<file path="config.mk">
export PLATFORM = sky130hd
export DESIGN_NAME = cfzr_round
export DESIGN_NICKNAME = d
export VERILOG_FILES = /design/src/sv/cfzr_pkg.sv /design/src/sv/cfzr_round.sv
export SDC_FILE = /design/constraint.sdc
export NUM_CORES = 1
export LEC_CHECK = 0
export BUFFER_PORTS_ARGS = -buffer_cell sky130_fd_sc_hd__clkbuf_2
export CAP_MARGIN = 20
export CORE_MARGIN = 8
export CORE_UTILIZATION = 48
export DETAILED_ROUTE_END_ITERATION = 6
export GPL_TIMING_DRIVEN = 0
export PLACE_DENSITY = 0.83
export SLEW_MARGIN = 20
export SYNTH_ARGS = -nofsm -noshare
export SYNTH_HDL_FRONTEND = slang
export SYNTH_SLANG_ARGS = --single-unit
export TNS_END_PERCENT = 5
</file>
<file path="constraint.sdc">
create_clock -name vclk -period 6.22
set_input_delay 1.244 -clock vclk [all_inputs]
set_output_delay 1.244 -clock vclk [all_outputs]
set_load 0.02 [all_outputs]
</file>
<file path="src/sv/cfzr_pkg.sv">
// shared types, constants and generator tables for the cubic zone reduction block
package cfzr_pkg;

   localparam int FRAC_BITS = 16;
   localparam int COEF_BITS = 30;
   localparam int FIELD_W   = 18;
   localparam int IDX_W     = 5;
   localparam int NUM_GEN   = 24;
   localparam int SUM_W     = FIELD_W + 3;
   localparam int MAG_W     = SUM_W - 1;
   localparam int KEY_W     = MAG_W + COEF_BITS;
   localparam int RND_W     = KEY_W - COEF_BITS + 1;

   // 1/sqrt(2) in q30, rounded to nearest
   localparam logic [COEF_BITS-1:0] C_HS2 = 30'd759250125;

   localparam int FIELD_MAX = 2 ** (FIELD_W - 1) - 1;
   localparam int FIELD_MIN_MAG = 2 ** (FIELD_W - 1);
   localparam int POS_LIMIT = (2 ** FRAC_BITS < FIELD_MAX) ? 2 ** FRAC_BITS : FIELD_MAX;
   localparam int NEG_LIMIT = (2 ** FRAC_BITS < FIELD_MIN_MAG) ? 2 ** FRAC_BITS : FIELD_MIN_MAG;

   typedef logic signed [FIELD_W-1:0] field_type;
   typedef logic signed [SUM_W-1:0] sum_type;
   typedef logic [1:0] sgn_type;

   localparam sgn_type SG_Z = 2'd0;
   localparam sgn_type SG_P = 2'd1;
   localparam sgn_type SG_N = 2'd2;

   typedef enum logic [1:0] {
      CLS_ONE,
      CLS_HALF,
      CLS_HS2
   } cls_type;

   typedef struct packed {
      logic [KEY_W-1:0] key;
      logic [IDX_W-1:0] idx;
   } cand_type;

   // coefficient signs of each generator, ordered w, x, y, z
   localparam sgn_type GEN_SIGN [NUM_GEN][4] = '{
      '{SG_P, SG_Z, SG_Z, SG_Z}, '{SG_Z, SG_P, SG_Z, SG_Z},
      '{SG_Z, SG_Z, SG_P, SG_Z}, '{SG_Z, SG_Z, SG_Z, SG_P},
      '{SG_P, SG_P, SG_P, SG_P}, '{SG_P, SG_P, SG_N, SG_P},
      '{SG_P, SG_N, SG_P, SG_P}, '{SG_P, SG_N, SG_N, SG_P},
      '{SG_N, SG_P, SG_P, SG_P}, '{SG_N, SG_P, SG_N, SG_P},
      '{SG_N, SG_N, SG_P, SG_P}, '{SG_N, SG_N, SG_N, SG_P},
      '{SG_P, SG_P, SG_Z, SG_Z}, '{SG_P, SG_Z, SG_P, SG_Z},
      '{SG_P, SG_Z, SG_Z, SG_P}, '{SG_N, SG_P, SG_Z, SG_Z},
      '{SG_N, SG_Z, SG_P, SG_Z}, '{SG_N, SG_Z, SG_Z, SG_P},
      '{SG_Z, SG_P, SG_P, SG_Z}, '{SG_Z, SG_P, SG_Z, SG_P},
      '{SG_Z, SG_Z, SG_P, SG_P}, '{SG_Z, SG_N, SG_P, SG_Z},
      '{SG_Z, SG_N, SG_Z, SG_P}, '{SG_Z, SG_Z, SG_N, SG_P}
   };

   localparam cls_type GEN_CLASS [NUM_GEN] = '{
      CLS_ONE, CLS_ONE, CLS_ONE, CLS_ONE,
      CLS_HALF, CLS_HALF, CLS_HALF, CLS_HALF,
      CLS_HALF, CLS_HALF, CLS_HALF, CLS_HALF,
      CLS_HS2, CLS_HS2, CLS_HS2, CLS_HS2, CLS_HS2, CLS_HS2,
      CLS_HS2, CLS_HS2, CLS_HS2, CLS_HS2, CLS_HS2, CLS_HS2
   };

   function automatic sum_type term(field_type q, sgn_type s);
      case (s)
         SG_P:    term = SUM_W'(q);
         SG_N:    term = -SUM_W'(q);
         default: term = '0;
      endcase
   endfunction

   function automatic logic [MAG_W-1:0] abs_sum(sum_type v);
      abs_sum = (v < 0) ? MAG_W'(-v) : MAG_W'(v);
   endfunction

   // magnitude times the generator coefficient, q30 scale
   function automatic logic [KEY_W-1:0] scale_mag(cls_type c, logic [MAG_W-1:0] m);
      logic [KEY_W-1:0] ext;
      ext = KEY_W'(m);
      case (c)
         CLS_ONE:  scale_mag = ext << COEF_BITS;
         CLS_HALF: scale_mag = ext << (COEF_BITS - 1);
         default:  scale_mag = ext * KEY_W'(C_HS2);
      endcase
   endfunction

   // a holds the lower generator index, so it wins ties
   function automatic cand_type pick(cand_type a, cand_type b);
      pick = (b.key > a.key) ? b : a;
   endfunction

endpackage

</file>
<file path="src/sv/cfzr_round.sv">
// rounds one q30-scaled magnitude to the field format and saturates it
module cfzr_round import cfzr_pkg::*; (
   input  logic             neg,
   input  logic [KEY_W-1:0] mag,
   output field_type        val
);

   logic [KEY_W:0]   sum_w;
   logic [RND_W-1:0] rnd;
   logic [RND_W-1:0] lim;
   logic [RND_W-1:0] clip;

   always_comb begin
      // halves away from zero since the sign is applied after rounding
      sum_w = {1'b0, mag} + ((KEY_W + 1)'(1) << (COEF_BITS - 1));
      rnd   = sum_w[KEY_W:COEF_BITS];
      lim   = neg ? RND_W'(NEG_LIMIT) : RND_W'(POS_LIMIT);
      clip  = (rnd > lim) ? lim : rnd;
      val   = neg ? -FIELD_W'(clip) : FIELD_W'(clip);
   end

endmodule

</file>
==> qor.csv <==
metric,value,unit
dp_slack,-0.1358,ns
num_io_pins,69,
setup-violations-final,0,
crit_fanout,9,
diodes,0,
ir_drop,0.03559,mV
path_buf_inv,2,
synth_top_area_cell,xnor2_1,
grt-ovfl-total,0,
whs_path_depth,4,
initial_core_util,50.35,%
via_per_inst,6.302,
netlist_instances,186,
die_x,66.98,um
nClkBuffers,0,
grtUsageTotal,16.01,%
maxSlewViolCount,0,
wl_met3,291,um
synth_area_leaders,"xnor2_1 (9.1%), xor2_1 (7.0%), nor2_1 (6.3%), and3_1 (5.0%), nand2_1 (4.5%)",
power.density,51.25,nW/um^2
portBuffers,35,
num-nets-final,277,
first_iter_violations,116,
coreArea,2477,um^2
finalNonFillerCells,252,
worst_slack,0.1674,ns
die_area,4486,um^2
synth_area,1247,um^2
wire_per_inst,15.40,um
fmax,165.2,MHz
worstSetupStartpointType,input pin,
drc,0,
crit_family,simple AND/OR/NAND/NOR gates,
routed_wl,3.881,mm
die_y,66.98,um
worst_setup_path_end_kind,output port,
dp_hpwl,2.999,mm
crit_type,input pin to output port,
rows,18,
grt_pass1_vias,1399,
ys_seq_area_share,0,%
finalWorstPathRequiredPeriod,6.053,ns
synthToLayoutAreaGrowth,22.57,%
max_stage_delay,0.58,ns
vias,1588,
whs_endpoint,val[2],
syn_nets,239,
antenna_found_initial,0,
grt_max_degree,11,
slew_headroom,67.32,%
hold_path.class,input pin to output port,
fillers,247,
finalHoldViolCount,0,
p_leak,0.6108,nW
synth_cell_types,55,
design.seq.count,0,
drive_above_1_share,31.53,%
synthDominantCellAreaShare,9.127,%
crit_slowest_cell,or4b_4,
placed_cells,251,
status,"finished, final reports clean",
finalPower,0.00007836,W
drt-met1-wl,1.687,mm
cp.required,4.98,ns
maxCapViolCount,0,
dr.pass1.iters,4,
yosysWarnings,0,
holdCritStartpoint,neg,
syn_avg_cell_area,6.707,um^2
seqCellArea,0,um^2
met2WireLength,1.881,mm
tns,0,ns
ant_nets,0,
path_cells,clkbuf_2 > ha_1 > and3_1 > or4b_4 > a211oi_4 > nor2_2 > o41a_1 > nor2_1 > nand2_1 > ha_1 > and3_1 > a31o_2 > xnor2_1 > o21ai_1 > clkbuf_2,
cp_data_arrival_time,4.81,ns
worst_pin_slew,0.4903,ns
grt_first_pass_wirelength,6.175,mm
placedInstanceArea,1460,um^2
fin_area,1529,um^2
post-route-period-util,97.31,%
place_congestion,0.8774,
top_layer,met4,
[placed cells by master (no fill, tap or decap), drive strengths merged, types with 2 or more instances in the layout]
cell	count
xor2	10
ha	2
a21oi	11
nand2	16
o21bai	2
mux2i	3
nor4b	2
a211oi	2
clkbuf	40
o31ai	2
or2	3
nor4	5
and3	10
o211ai	5
o2111ai	2
nor3	9
buf	8
o21a	2
or3	6
xnor2	13
nand3	12
a41oi	2
nor2	22
o21ai	7
inv	4
nand4	7
[power by group]
group | internal [W] | switching, W | total (W) | leakage, nW
combinational | 0.0000289 | 0.0000495 | 0.0000784 | 0.611
clock | 0 | 0 | 0 | 0
sequential | 0 | 0 | 0 | 0
total | 0.0000289 | 0.0000495 | 0.0000784 | 0.611
[worst max path at each step]
stage                        from      end  slack [ns]  cells past startpoint
after global placement    mag[29]  val[14]       -0.11                     17
after floorplan           mag[29]  val[12]        0.26                     14
after CTS                 mag[29]  val[14]        0.09                     16
after detailed placement  mag[29]  val[14]       -0.14                     17
after global routing      mag[29]  val[12]      -0.008                     15
final                     mag[29]  val[12]        0.17                     15
[cell type report]
class / count / area, um^2 / area share [%]
plain buffers: 11 / 55.05 / 3.601
inverters: 4 / 15.01 / 0.9820
multi-input cells: 170 / 1231 / 80.52
well taps: 30 / 37.54 / 2.455
repair buffers: 37 / 190.2 / 12.44
[per-stage QoR]
stage,util (%),hold slack [ns]
finish,61.72,2.969
CTS,60.10,2.965
detailed placement,58.94,2.965
global route,61.72,3.018
floorplan,-,2.735
global placement,58.94,2.961
[synthesized netlist by cell type, drive strengths merged, types with 2 or more instances]
library cell,n
a211oi,2
a21oi,11
a41oi,2
and3,10
buf,7
clkbuf,5
ha,2
inv,4
mux2i,3
nand2,16
nand3,12
nand4,7
nor2,22
nor3,9
nor4,5
nor4b,2
o2111ai,2
o211ai,5
o21a,2
o21ai,7
o21bai,2
o31ai,2
or2,3
or3,6
xnor2,13
xor2,10
[kinds of logic after synthesis]
family | after synthesis | share of synthesized area [%]
multiplexers | 3 | 2.407
XOR/XNOR | 23 | 16.15
AND/OR/NAND/NOR | 100 | 46.74
adder cells (fa/ha/maj) | 2 | 2.006
AO/OA/AOI/OAI | 42 | 26.88
buffers and inverters | 16 | 5.817
[metal layers]
| layer | vias up | track usage (%) |
|---|---|---|
| li1 | 776 | - |
| met5 | - | 0 |
| met3 | 4 | 0.6711 |
| met1 | 740 | 22.78 |
| met4 | 0 | 0.5222 |
| met2 | 68 | 27.00 |
[repair_timing]
item	4_1_cts	5_1_grt
resized for setup	3	7
setup buffers	2	0
hold endpoints to repair	0	0
hold buffers	0	0
pin swaps	2	0
setup endpoints to repair	3	6
No activity file was read; power rests on OpenSTA's default activity.
